===== src/iale_pkg.sv =====
`timescale 1ns / 1ps
// ----------------------------------------------------------------------------
// iale_pkg
// Shared constants, command codes and chain control type for the indexed
// array list engine.
// ----------------------------------------------------------------------------
package iale_pkg;

    localparam int CAPACITY_DEF   = 256;
    localparam int ELEM_WIDTH_DEF = 32;

    // Port field widths
    localparam int CMD_W  = 3;
    localparam int POS_W  = 9;
    localparam int VAL_W  = 32;
    localparam int FIDX_W = 8;
    localparam int CNT_W  = 9;

    // Command codes
    localparam logic [CMD_W-1:0] CMD_CLEAR  = 3'd0;
    localparam logic [CMD_W-1:0] CMD_INSERT = 3'd1;
    localparam logic [CMD_W-1:0] CMD_DELETE = 3'd2;
    localparam logic [CMD_W-1:0] CMD_GET    = 3'd3;
    localparam logic [CMD_W-1:0] CMD_LOCATE = 3'd4;
    localparam logic [CMD_W-1:0] CMD_PRED   = 3'd5;
    localparam logic [CMD_W-1:0] CMD_SUCC   = 3'd6;

    // Source of the word fed into the tail of the ring
    typedef logic [1:0] inj_sel_t;
    localparam inj_sel_t INJ_HEAD  = 2'd0;
    localparam inj_sel_t INJ_NEXT  = 2'd1;
    localparam inj_sel_t INJ_KEY   = 2'd2;
    localparam inj_sel_t INJ_CARRY = 2'd3;

    typedef struct packed {
        logic     shift;
        inj_sel_t inj_sel;
    } chain_ctrl_t;

endpackage


===== src/iale_cell.sv =====
`timescale 1ns / 1ps
// ----------------------------------------------------------------------------
// iale_cell
// One storage cell of the ring; loads its neighbor's word on shift.
// ----------------------------------------------------------------------------
module iale_cell #(
    parameter int ELEM_WIDTH = iale_pkg::ELEM_WIDTH_DEF
) (
    input  logic                  clk,
    input  logic                  shift,
    input  logic [ELEM_WIDTH-1:0] d,
    output logic [ELEM_WIDTH-1:0] q
);

    logic [ELEM_WIDTH-1:0] data_reg;
    logic [ELEM_WIDTH-1:0] data_next;

    assign data_next = shift ? d : data_reg;

    always_ff @(posedge clk)
    begin
        data_reg <= data_next;
    end

    assign q = data_reg;

endmodule


===== src/iale_ctrl.sv =====
`timescale 1ns / 1ps
// ----------------------------------------------------------------------------
// iale_ctrl
// Command sequencer: steps the ring one word per cycle, does the compares
// and builds the result word.
// ----------------------------------------------------------------------------
module iale_ctrl #(
    parameter int CAPACITY   = iale_pkg::CAPACITY_DEF,
    parameter int ELEM_WIDTH = iale_pkg::ELEM_WIDTH_DEF
) (
    input  logic                                 clk,
    input  logic                                 rst_n,
    input  logic                                 start,
    input  logic [iale_pkg::CMD_W-1:0]           cmd,
    input  logic [iale_pkg::POS_W-1:0]           position,
    input  logic signed [iale_pkg::VAL_W-1:0]    value_in,
    input  logic [ELEM_WIDTH-1:0]                head,
    input  logic [ELEM_WIDTH-1:0]                second,
    output iale_pkg::chain_ctrl_t                chain_ctrl,
    output logic [ELEM_WIDTH-1:0]                key,
    output logic                                 busy,
    output logic                                 done,
    output logic                                 status,
    output logic signed [iale_pkg::VAL_W-1:0]    value_out,
    output logic [iale_pkg::FIDX_W-1:0]          found_index,
    output logic [iale_pkg::CNT_W-1:0]           count,
    output logic                                 is_empty
);

    localparam int IDX_W = $clog2(CAPACITY);
    localparam int LEN_W = $clog2(CAPACITY + 1);
    localparam int CW    = (LEN_W > iale_pkg::POS_W) ? LEN_W + 1 : iale_pkg::POS_W + 1;

    localparam logic S_IDLE = 1'b0;
    localparam logic S_WALK = 1'b1;

    logic                           state_reg, state_next;
    logic [IDX_W-1:0]               idx_reg, idx_next;
    logic [LEN_W-1:0]               len_reg, len_next;
    logic [iale_pkg::CMD_W-1:0]     cmd_reg, cmd_next;
    logic [iale_pkg::POS_W-1:0]     pos_reg, pos_next;
    logic [ELEM_WIDTH-1:0]          key_reg, key_next;
    logic                           ok_reg, ok_next;
    logic                           found_reg, found_next;
    logic [ELEM_WIDTH-1:0]          prev_reg, prev_next;
    logic [ELEM_WIDTH-1:0]          res_reg, res_next;
    logic [iale_pkg::FIDX_W-1:0]    fidx_reg, fidx_next;
    logic                           done_reg, done_next;
    logic                           status_reg, status_next;

    logic          accept;
    logic          last;
    logic          match;
    logic [CW-1:0] idx_cw, pos_cw, len_cw, in_pos_cw;
    logic          ins_ok, idx_ok;

    assign accept    = start && (state_reg == S_IDLE);
    assign last      = (idx_reg == IDX_W'(CAPACITY - 1));
    assign match     = (head == key_reg);
    assign idx_cw    = CW'(idx_reg);
    assign pos_cw    = CW'(pos_reg);
    assign len_cw    = CW'(len_reg);
    assign in_pos_cw = CW'(position);
    assign ins_ok    = (in_pos_cw <= len_cw) && (len_reg != LEN_W'(CAPACITY));
    assign idx_ok    = (in_pos_cw < len_cw);

    always_comb
    begin
        state_next  = state_reg;
        idx_next    = idx_reg;
        len_next    = len_reg;
        cmd_next    = cmd_reg;
        pos_next    = pos_reg;
        key_next    = key_reg;
        ok_next     = ok_reg;
        found_next  = found_reg;
        prev_next   = prev_reg;
        res_next    = res_reg;
        fidx_next   = fidx_reg;
        done_next   = 1'b0;
        status_next = status_reg;
        chain_ctrl.shift   = 1'b0;
        chain_ctrl.inj_sel = iale_pkg::INJ_HEAD;

        if (state_reg == S_IDLE)
        begin
            if (accept)
            begin
                cmd_next   = cmd;
                pos_next   = position;
                key_next   = ELEM_WIDTH'(value_in);
                found_next = 1'b0;
                res_next   = '0;
                fidx_next  = '0;
                idx_next   = '0;
                case (cmd)
                    iale_pkg::CMD_CLEAR:
                    begin
                        len_next    = '0;
                        status_next = 1'b0;
                        done_next   = 1'b1;
                    end
                    iale_pkg::CMD_INSERT:
                    begin
                        ok_next    = ins_ok;
                        state_next = S_WALK;
                    end
                    iale_pkg::CMD_DELETE,
                    iale_pkg::CMD_GET:
                    begin
                        ok_next    = idx_ok;
                        state_next = S_WALK;
                    end
                    iale_pkg::CMD_LOCATE,
                    iale_pkg::CMD_PRED,
                    iale_pkg::CMD_SUCC:
                    begin
                        ok_next    = 1'b0;
                        state_next = S_WALK;
                    end
                    default:
                    begin
                        status_next = 1'b1;
                        done_next   = 1'b1;
                    end
                endcase
            end
        end
        else
        begin
            // one ring rotation step; head holds entry idx_reg
            chain_ctrl.shift = 1'b1;
            prev_next        = head;
            case (cmd_reg)
                iale_pkg::CMD_INSERT:
                begin
                    if (ok_reg)
                    begin
                        if (idx_cw < pos_cw)
                            chain_ctrl.inj_sel = iale_pkg::INJ_HEAD;
                        else if (idx_cw == pos_cw)
                            chain_ctrl.inj_sel = iale_pkg::INJ_KEY;
                        else
                            chain_ctrl.inj_sel = iale_pkg::INJ_CARRY;
                    end
                end
                iale_pkg::CMD_DELETE:
                begin
                    if (ok_reg && (idx_cw >= pos_cw))
                        chain_ctrl.inj_sel = iale_pkg::INJ_NEXT;
                    if (ok_reg && (idx_cw == pos_cw))
                        res_next = head;
                end
                iale_pkg::CMD_GET:
                begin
                    if (ok_reg && (idx_cw == pos_cw))
                        res_next = head;
                end
                iale_pkg::CMD_LOCATE:
                begin
                    if (!found_reg && match && (idx_cw < len_cw))
                    begin
                        found_next = 1'b1;
                        fidx_next  = iale_pkg::FIDX_W'(idx_reg);
                    end
                end
                iale_pkg::CMD_PRED:
                begin
                    if (!found_reg && match && (idx_reg != '0) && (idx_cw < len_cw))
                    begin
                        found_next = 1'b1;
                        res_next   = prev_reg;
                    end
                end
                iale_pkg::CMD_SUCC:
                begin
                    if (!found_reg && match && ((idx_cw + CW'(1)) < len_cw))
                    begin
                        found_next = 1'b1;
                        res_next   = second;
                    end
                end
                default:
                begin
                end
            endcase

            idx_next = idx_reg + IDX_W'(1);
            if (last)
            begin
                state_next = S_IDLE;
                done_next  = 1'b1;
                case (cmd_reg)
                    iale_pkg::CMD_INSERT:
                    begin
                        status_next = !ok_reg;
                        if (ok_reg)
                            len_next = len_reg + LEN_W'(1);
                    end
                    iale_pkg::CMD_DELETE:
                    begin
                        status_next = !ok_reg;
                        if (ok_reg)
                            len_next = len_reg - LEN_W'(1);
                    end
                    iale_pkg::CMD_GET:
                        status_next = !ok_reg;
                    default:
                        status_next = !found_next;
                endcase
            end
        end
    end

    always_ff @(posedge clk or negedge rst_n)
    begin
        if (!rst_n)
        begin
            state_reg <= S_IDLE;
            idx_reg   <= '0;
            len_reg   <= '0;
            done_reg  <= 1'b0;
        end
        else
        begin
            state_reg <= state_next;
            idx_reg   <= idx_next;
            len_reg   <= len_next;
            done_reg  <= done_next;
        end
    end

    always_ff @(posedge clk)
    begin
        cmd_reg    <= cmd_next;
        pos_reg    <= pos_next;
        key_reg    <= key_next;
        ok_reg     <= ok_next;
        found_reg  <= found_next;
        prev_reg   <= prev_next;
        res_reg    <= res_next;
        fidx_reg   <= fidx_next;
        status_reg <= status_next;
    end

    assign key         = key_reg;
    assign busy        = (state_reg == S_WALK);
    assign done        = done_reg;
    assign status      = status_reg;
    assign value_out   = iale_pkg::VAL_W'(signed'(res_reg));
    assign found_index = fidx_reg;
    assign count       = iale_pkg::CNT_W'(len_reg);
    assign is_empty    = (len_reg == '0);

endmodule


===== src/indexed_array_list_engine.sv =====
`timescale 1ns / 1ps
// Insert, delete, get, locate, predecessor and successor walk the ring through
//   every cell in turn; the result strobes once the walk has ended.
// Clear and the unused code report in the cycle right after start.
// A new command is taken only once the walk has finished, since the ring
//   passes every cell past the head once per command.
// Reset: list length goes to zero; cell contents stay undefined until written.
// ----------------------------------------------------------------------------
// indexed_array_list_engine
// Fixed-capacity ordered list of signed words held in a rotating ring of cells.
// ----------------------------------------------------------------------------
module indexed_array_list_engine #(
    parameter int CAPACITY   = iale_pkg::CAPACITY_DEF,
    parameter int ELEM_WIDTH = iale_pkg::ELEM_WIDTH_DEF
) (
    input  logic                              clk,
    input  logic                              rst_n,
    input  logic                              start,
    input  logic [iale_pkg::CMD_W-1:0]        cmd,
    input  logic [iale_pkg::POS_W-1:0]        position,
    input  logic signed [iale_pkg::VAL_W-1:0] value_in,
    output logic                              busy,
    output logic                              done,
    output logic                              status,
    output logic signed [iale_pkg::VAL_W-1:0] value_out,
    output logic [iale_pkg::FIDX_W-1:0]       found_index,
    output logic [iale_pkg::CNT_W-1:0]        count,
    output logic                              is_empty
);

    // Ring of cells: cell k holds list entry k when idle. During a command
    // every cell loads its upper neighbor each cycle, so entry i sits in the
    // head cell at step i, and the tail cell is fed the rebuilt sequence.
    // After CAPACITY steps the ring is back in order, with the edit applied.
    logic [ELEM_WIDTH-1:0] cell_q [CAPACITY];
    logic [ELEM_WIDTH-1:0] inject;
    logic [ELEM_WIDTH-1:0] key;
    iale_pkg::chain_ctrl_t chain_ctrl;

    // Carry holds the previous head word; an insert feeds it in after the
    // new word so later entries slide up by one.
    logic [ELEM_WIDTH-1:0] carry_reg;
    logic [ELEM_WIDTH-1:0] carry_next;

    assign carry_next = chain_ctrl.shift ? cell_q[0] : carry_reg;

    always_ff @(posedge clk)
    begin
        carry_reg <= carry_next;
    end

    // Tail feed: head recirculates, next skips the deleted entry, key is the
    // inserted word, carry is the delayed head.
    always_comb
    begin
        case (chain_ctrl.inj_sel)
            iale_pkg::INJ_HEAD:  inject = cell_q[0];
            iale_pkg::INJ_NEXT:  inject = cell_q[1];
            iale_pkg::INJ_KEY:   inject = key;
            iale_pkg::INJ_CARRY: inject = carry_reg;
            default:             inject = cell_q[0];
        endcase
    end

    for (genvar k = 0; k < CAPACITY; k++)
    begin : g_cell
        if (k == CAPACITY - 1)
        begin : g_tail
            iale_cell #(
                .ELEM_WIDTH (ELEM_WIDTH)
            ) u_cell (
                .clk   (clk),
                .shift (chain_ctrl.shift),
                .d     (inject),
                .q     (cell_q[k])
            );
        end
        else
        begin : g_body
            iale_cell #(
                .ELEM_WIDTH (ELEM_WIDTH)
            ) u_cell (
                .clk   (clk),
                .shift (chain_ctrl.shift),
                .d     (cell_q[k+1]),
                .q     (cell_q[k])
            );
        end
    end

    // Sequencer: step count, compares against the head, result word
    iale_ctrl #(
        .CAPACITY   (CAPACITY),
        .ELEM_WIDTH (ELEM_WIDTH)
    ) u_ctrl (
        .clk         (clk),
        .rst_n       (rst_n),
        .start       (start),
        .cmd         (cmd),
        .position    (position),
        .value_in    (value_in),
        .head        (cell_q[0]),
        .second      (cell_q[1]),
        .chain_ctrl  (chain_ctrl),
        .key         (key),
        .busy        (busy),
        .done        (done),
        .status      (status),
        .value_out   (value_out),
        .found_index (found_index),
        .count       (count),
        .is_empty    (is_empty)
    );

endmodule


===== config.mk =====
export PLATFORM = sky130hd
export DESIGN_NAME = indexed_array_list_engine
export DESIGN_NICKNAME = d
export VERILOG_FILES = /design/src/iale_pkg.sv /design/src/iale_cell.sv /design/src/iale_ctrl.sv /design/src/indexed_array_list_engine.sv
export SDC_FILE = /design/constraint.sdc
export NUM_CORES = 2
export LEC_CHECK = 0
export BUFFER_PORTS_ARGS = -buffer_cell sky130_fd_sc_hd__buf_2
export CAP_MARGIN = 20
export CORE_MARGIN = 2
export CORE_UTILIZATION = 35
export DETAILED_ROUTE_END_ITERATION = 10
export SLEW_MARGIN = 5
export SYNTH_ARGS = -nofsm -noshare
export SYNTH_HDL_FRONTEND = slang
export SYNTH_HIERARCHICAL = 1
export SYNTH_SLANG_ARGS = --single-unit

===== constraint.sdc =====
create_clock -name clk -period 143.2 [get_ports clk]
set_input_delay 28.64 -clock clk [delete_from_list [all_inputs] [get_ports clk]]
set_output_delay 28.64 -clock clk [all_outputs]
set_load 0.01 [all_outputs]

# Word level (Yosys, flattened, before mapping)
# Cells that the tools add are included.
# W data, S select, Z words.
dict set report op_classes {
  addsub 4
  order_cmp 6
  eq_ne 30
  muxes 46
  n_bitwise 1
  reduce_logical 30
}
# cell n
set op_table {}
lappend op_table {{$mux W32} 5}
lappend op_table {{$pmux W32 S4} 1}
lappend op_table {{$pmux W32 S3} 1}
lappend op_table {{$mux W9} 6}
lappend op_table {{$mux W8} 5}
lappend op_table {{$eq A32 B32 Y1} 1}
lappend op_table {{$mux W1} 20}
lappend op_table {{$eq A3 B3 Y1 const B} 6}
lappend op_table {{$lt A8 B9 Y1} 2}
lappend op_table {{$ne A3 B3 Y1 const B} 6}
lappend op_table {{$pmux W9 S2} 1}
lappend op_table {{$eq A3 B2 Y1 const B} 4}
lappend op_table {{$lt A10 B9 Y1} 1}
lappend op_table {{$add A8 B1 Y9 const B} 1}
lappend op_table {{$add A9 B1 Y9 const B} 1}
lappend op_table {{$eq A8 B9 Y1} 1}
lappend op_table {{$ge A8 B9 Y1} 1}
lappend op_table {{$le A9 B9 Y1} 1}
lappend op_table {{$logic_and A1 B1 Y1} 9}
lappend op_table {{$logic_not A9 Y1} 1}
lappend op_table {{$lt A9 B9 Y1} 1}
lappend op_table {{$ne A9 B9 Y1 const B} 1}
lappend op_table {{$reduce_and A3 Y1} 3}
lappend op_table {{$sub A9 B1 Y9 const B} 1}
lappend op_table {{other kinds (26)} 37}
dict set report word_totals {
  regBits 8362
  input_bits 47
  output_inout_bits 53
  elab_cells 387
}

# Depth between registers and ports, before layout
dict set report depth {
  depth_word 11
  depth_mapped 12
  mapped_depth_nobuf 11
}

# By module
# Netlist, hierarchy kept.
# module instances cells_per_inst area_each_um2 seq_area_each_um2
set modules_own_cells {}
lappend modules_own_cells {iale_cell 256 32 960.9 960.9}
lappend modules_own_cells {iale_ctrl 1 557 6739.0 4048.9}
lappend modules_own_cells {indexed_array_list_engine 1 71 1775.5 960.9}

# Worst setup path before layout
# Ideal clock, no wire load.
dict set report synth_path {
  path_type {flip-flop to flip-flop}
  startpoint {register u_ctrl.state_reg, in the netlist u_ctrl/busy}
  endpoint {register carry_reg[0] (enable)}
  setup_ns 3.013
  arrival_ns 53.131
  required_ns 140.187
  path_slack_ns 87.056
  path_stages_with_launch 2
  path_buffers 1
  synth_period_minus_slack_ns 56.144
  path_cell_list {dfrtp_1 buf_4}
}
# element line
set synth_lines {}
lappend synth_lines {{start, declared} iale_ctrl.sv:37} ;# logic state_reg, state_next;
lappend synth_lines {{start signal, assigned} iale_ctrl.sv:226} ;# state_reg <= state_next;
lappend synth_lines {{end signal, assigned} indexed_array_list_engine.sv:49} ;# carry_reg <= carry_next;
lappend synth_lines {{end, declared} indexed_array_list_engine.sv:42} ;# logic [ELEM_WIDTH-1:0] carry_reg;

# Worst setup path in the final report
dict set report layout_path {
  startpoint {register u_ctrl.len_reg[0], in the netlist u_ctrl/count[0]}
  endpoint {output is_empty}
}
dict set report layout_via {
  elab_chain_len 1
}
# element line
set layout_rtl {}
lappend layout_rtl {{start, declared} iale_ctrl.sv:39} ;# logic [LEN_W-1:0] len_reg, len_next;
lappend layout_rtl {{start signal, assigned} iale_ctrl.sv:228} ;# len_reg <= len_next;
lappend layout_rtl {{$logic_not A9 Y1} iale_ctrl.sv:253} ;# assign is_empty = (len_reg == '0);
lappend layout_rtl {{end, declared} indexed_array_list_engine.sv:28} ;# output logic is_empty
# No other way between the ends.

==> Implementation_results.wiki <==
{| class="wikitable"
! Metric !! Value
|-
| Layout Skew || 76.6 ps
|-
| Result of the run || finished, final reports clean
|-
| Post-Place Cell Area || 268000 µm²
|-
| Die ar. || 734000 µm²
|-
| Critical Path End Type || output port
|-
| Number of flops mapped to enable cells by yosys || 8343
|-
| IO Port Bufs || 99
|-
| PwrDens || 23.4 nW/µm²
|-
| Max transition margin || 16.9%
|-
| Maximum count of clock buffers along a single path || 4
|-
| Layout cell share with drive strength beyond 1 || 13.0%
|-
| XOR/XNOR Fraction of Synth Area || 0.155%
|-
| Max rail drop VDD || 0.0000142 V
|-
| Clock-pin slew on the worst setup and hold paths || 60 ps
|-
| Finished Core Util || 40.5%
|-
| Setup repair after global routing missed its margin || false
|-
| CTS tree || built
|-
| Core footprint || 726000 µm²
|-
| WL/cell || 16.4 µm
|-
| Die X || 857 µm
|-
| Count of buffering cells on the critical path with inverters included || 1
|-
| Starting DRT DRC Count || 8813
|-
| Total DRC errors in the routed layout || 0
|-
| Hold/Removal Path Class || flop to flop
|-
| Fmax achieved || 0.0320 GHz
|-
| Post-route fraction of the period consumed by the critical path || 21.8%
|-
| Reported max-cap violation count || 0
|-
| Compound-gate portion of the synthesized area || 0.352%
|-
| Final hold violation count || 0
|-
| Worst-case setup margin in the final layout || 111920 ps
|-
| Final wirelength || 329 mm
|-
| Global-route met1 utilization || 14.0%
|-
| Primary flip-flop cell chosen by synthesis mapping || sky130_fd_sc_hd__edfxtp_1
|-
| Wire length of the first global-routing pass || 511 mm
|-
| Critical Path RT || 114560 ps
|-
| Placement Rows || 313
|-
| Leakage power figure || 105 nW
|-
| Fraction of the mapped netlist area in simple logic gates || 0.252%
|-
| #FFs+latches synth || 8362
|-
| Total count of max-transition violations in the final report || 0
|-
| # setup viols final || 0
|-
| Leftover overflow at the end of global routing || 0
|-
| Cell-by-cell listing of the critical path || nor4_1 -> and3_1 -> buf_2
|-
| Worst Max-Slew Pin Slew || 1250 ps
|-
| Max FFs per register || 8160
|-
| Root cell of the clock tree || sky130_fd_sc_hd__clkbuf_16
|-
| Die span in y || 857 µm
|-
| Highest cell delay on the worst timing path || 620 ps
|-
| Worst Setup Start Kind || flop
|-
| GR Layer Usage met3 || 1.79%
|-
| Clock period minus worst slack || 31280 ps
|-
| Clk Latency, worst-skew pair || 1110 ps
|-
| Setup slack on the worst flop-to-flop path || 135140 ps
|-
| Placement-stage worst setup slack || 112160 ps
|-
| Syn. warnings || 6
|-
| Combinational family with the most area after synthesis || compound AO/OA/AOI/OAI gates
|-
| Multiplexer share of the synthesized area || 0.286%
|-
| Synthesized cell area || 255000 µm²
|-
| Area added between synthesis and finish || 15.4%
|-
| Post-Syn Area per Cell || 28.9 µm²
|-
| Sequential element share of the synthesized area || 98.6%
|-
| Net count reported at finish || 9890
|-
| Global placement routability congestion || 0.770
|-
| Syn_nets || 8909
|-
| Final ANT Viol Nets || 0
|-
| Initial core utilization || 35.1%
|-
| Post-CTS sizing || 0
|-
| Total Routing Usage GR || 8.56%
|-
| Minimum hold slack || 348 ps
|-
| Crit-path leading delay family || simple AND/OR/NAND/NOR gates
|-
| Total setup buffers inserted after CTS || 0
|-
| Vias || 84600
|-
| Clock sink total || 8362
|-
| Via count of the first global-routing pass || 84400
|-
| Number of CTS-inserted buffers || 788
|-
| Async set-or-reset flop fraction in the synthesized netlist || 0.227%
|-
| Synthesized netlist cell count || 8820
|-
| Standard cell with the maximum stage delay on the critical path || sky130_fd_sc_hd__nor4_1
|-
| Number of different library cells in the post-synthesis netlist || 52
|-
| Global-route met2 utilization || 11.2%
|-
| Total negative setup slack || 0 ps
|-
| Detailed Routing Iterations Pass 1 || 6
|-
| Number of H-tree levels || 6
|-
| Arrival time of data at the critical path endpoint || 2640 ps
|-
| Crit path max fanout || 9
|-
| Largest net degree at the start of global routing || 224
|-
| Layer with the highest usage after global routing || met1
|-
| DR vias/cell || 4.21
|-
| Detailed placer's ending HPWL || 146 mm
|-
| Type of the worst setup path || flop to output port
|-
| Post-Synth Adder-Cell Area || 0.209%
|-
| Number of antenna violations at the first check in global routing || 16
|-
| Post-CTS Hold Fix Bufs || 0
|-
| Count of pins on the block boundary || 100
|-
| Final cell area excluding filler cells || 294000 µm²
|}
[worst reg2reg max path, cell delays in order, from the launching register on]
cell and delay (ps):
sky130_fd_sc_hd__dfrtp_4 750, sky130_fd_sc_hd__buf_16 320, sky130_fd_sc_hd__buf_4 530, sky130_fd_sc_hd__buf_12 720, sky130_fd_sc_hd__buf_12 760, sky130_fd_sc_hd__buf_12 1000
sky130_fd_sc_hd__buf_4 930, sky130_fd_sc_hd__buf_4 770, sky130_fd_sc_hd__buf_4 940, sky130_fd_sc_hd__buf_4 920
[worst paths after layout]
path | from | end | depth (start not counted)
max | u_ctrl/count[0]$_DFFE_PN0P_ | is_empty | 3
min | g_cell[168].g_body.u_cell/q[31]$_DFFE_PP_ | g_cell[167].g_body.u_cell/q[31]$_DFFE_PP_ | 0
max reg2reg | u_ctrl/busy$_DFF_PN0_ | g_cell[213].g_body.u_cell/q[8]$_DFFE_PP_ | 9
min reg2reg | g_cell[168].g_body.u_cell/q[31]$_DFFE_PP_ | g_cell[167].g_body.u_cell/q[31]$_DFFE_PP_ | 0
max in group asynchronous | rst_n | u_ctrl/idx_reg[2]$_DFFE_PN0N_ | 1
min in group asynchronous | rst_n | u_ctrl/busy$_DFF_PN0_ | 1
[logic make-up (layout without fill, tap and decap cells)]
| family | Yosys count | count (layout) |
|---|---|---|
| flops | 8362 | 8362 |
| compound gates | 141 | 141 |
| simple gates | 135 | 135 |
| buf+inv | 63 | 1689 |
| xor+xnor | 45 | 45 |
| fa+ha+maj | 42 | 42 |
| mux | 32 | 32 |
| other cells | 0 | 21 |
[layout make-up]
cell class / count / area [µm²]
antenna: 21 / 52.6
timing repair buffer: 220 / 1820
clock buffer: 964 / 20600
clock inverter: 471 / 4660
sequential: 8362 / 251000
fill: 61400 / 432000
inverter: 34 / 130
multi-input combinational: 395 / 3330
tap: 9607 / 12000
[where the power goes]
part / switching, mW / total [mW] / internal [mW]
registers: 0.381 / 4.69 / 4.30
logic: 0.124 / 0.157 / 0.0326
clock network: 0.880 / 2.02 / 1.14
total: 1.39 / 6.87 / 5.48
[stage by stage]
step           cells  power (mW)
2_1_floorplan   8820        5.02
3_3_place_gp   18600        4.86
3_5_place_dp   18600        4.87
4_1_cts        20000        6.99
5_1_grt        20100        7.20
6_report       20100        6.87
[layout by cell type, fill, tap and decap left out, types with 41 or more instances in the layout]
master / count
sky130_fd_sc_hd__edfxtp_1: 8343
sky130_fd_sc_hd__clkbuf_16: 798
sky130_fd_sc_hd__clkinv_1: 189
sky130_fd_sc_hd__clkbuf_1: 164
sky130_fd_sc_hd__clkinv_2: 116
sky130_fd_sc_hd__buf_2: 99
sky130_fd_sc_hd__buf_4: 93
sky130_fd_sc_hd__bufinv_16: 63
sky130_fd_sc_hd__nand2_1: 61
sky130_fd_sc_hd__ha_1: 41
[cells in the mapped netlist (3+ instances only)]
library cell	instances	share of area [%]
sky130_fd_sc_hd__nand3_1	7	0.014
sky130_fd_sc_hd__nor2b_1	6	0.015
sky130_fd_sc_hd__a22oi_1	32	0.094
sky130_fd_sc_hd__xnor2_1	10	0.034
sky130_fd_sc_hd__o21a_1	5	0.015
sky130_fd_sc_hd__buf_12	3	0.024
sky130_fd_sc_hd__buf_2	5	0.0098
sky130_fd_sc_hd__clkbuf_1	17	0.025
sky130_fd_sc_hd__nor2_1	18	0.027
sky130_fd_sc_hd__ha_1	41	0.20
sky130_fd_sc_hd__a21oi_1	47	0.092
sky130_fd_sc_hd__and2_1	8	0.020
sky130_fd_sc_hd__nor4_1	10	0.025
sky130_fd_sc_hd__nand4_1	7	0.017
sky130_fd_sc_hd__a22o_1	6	0.021
sky130_fd_sc_hd__a2111oi_0	3	0.010
sky130_fd_sc_hd__xor2_1	35	0.12
sky130_fd_sc_hd__dfrtp_1	19	0.19
sky130_fd_sc_hd__mux4_2	30	0.27
sky130_fd_sc_hd__edfxtp_1	8343	98
sky130_fd_sc_hd__inv_1	33	0.049
sky130_fd_sc_hd__nand2_1	61	0.090
sky130_fd_sc_hd__o21ai_0	23	0.045
sky130_fd_sc_hd__nor3_1	9	0.018
sky130_fd_sc_hd__o211ai_1	3	0.0088
sky130_fd_sc_hd__a31oi_1	4	0.0098
sky130_fd_sc_hd__a21o_1	5	0.015
[per-layer routing]
layer / part of all wire [%] / routed length [µm]
met1: 52 / 170000
met2: 41 / 134000
met3: 4.8 / 15800
met4: 3.1 / 10100
met5: 0 / 0
Note: power is estimated with default switching activity, not from simulation.
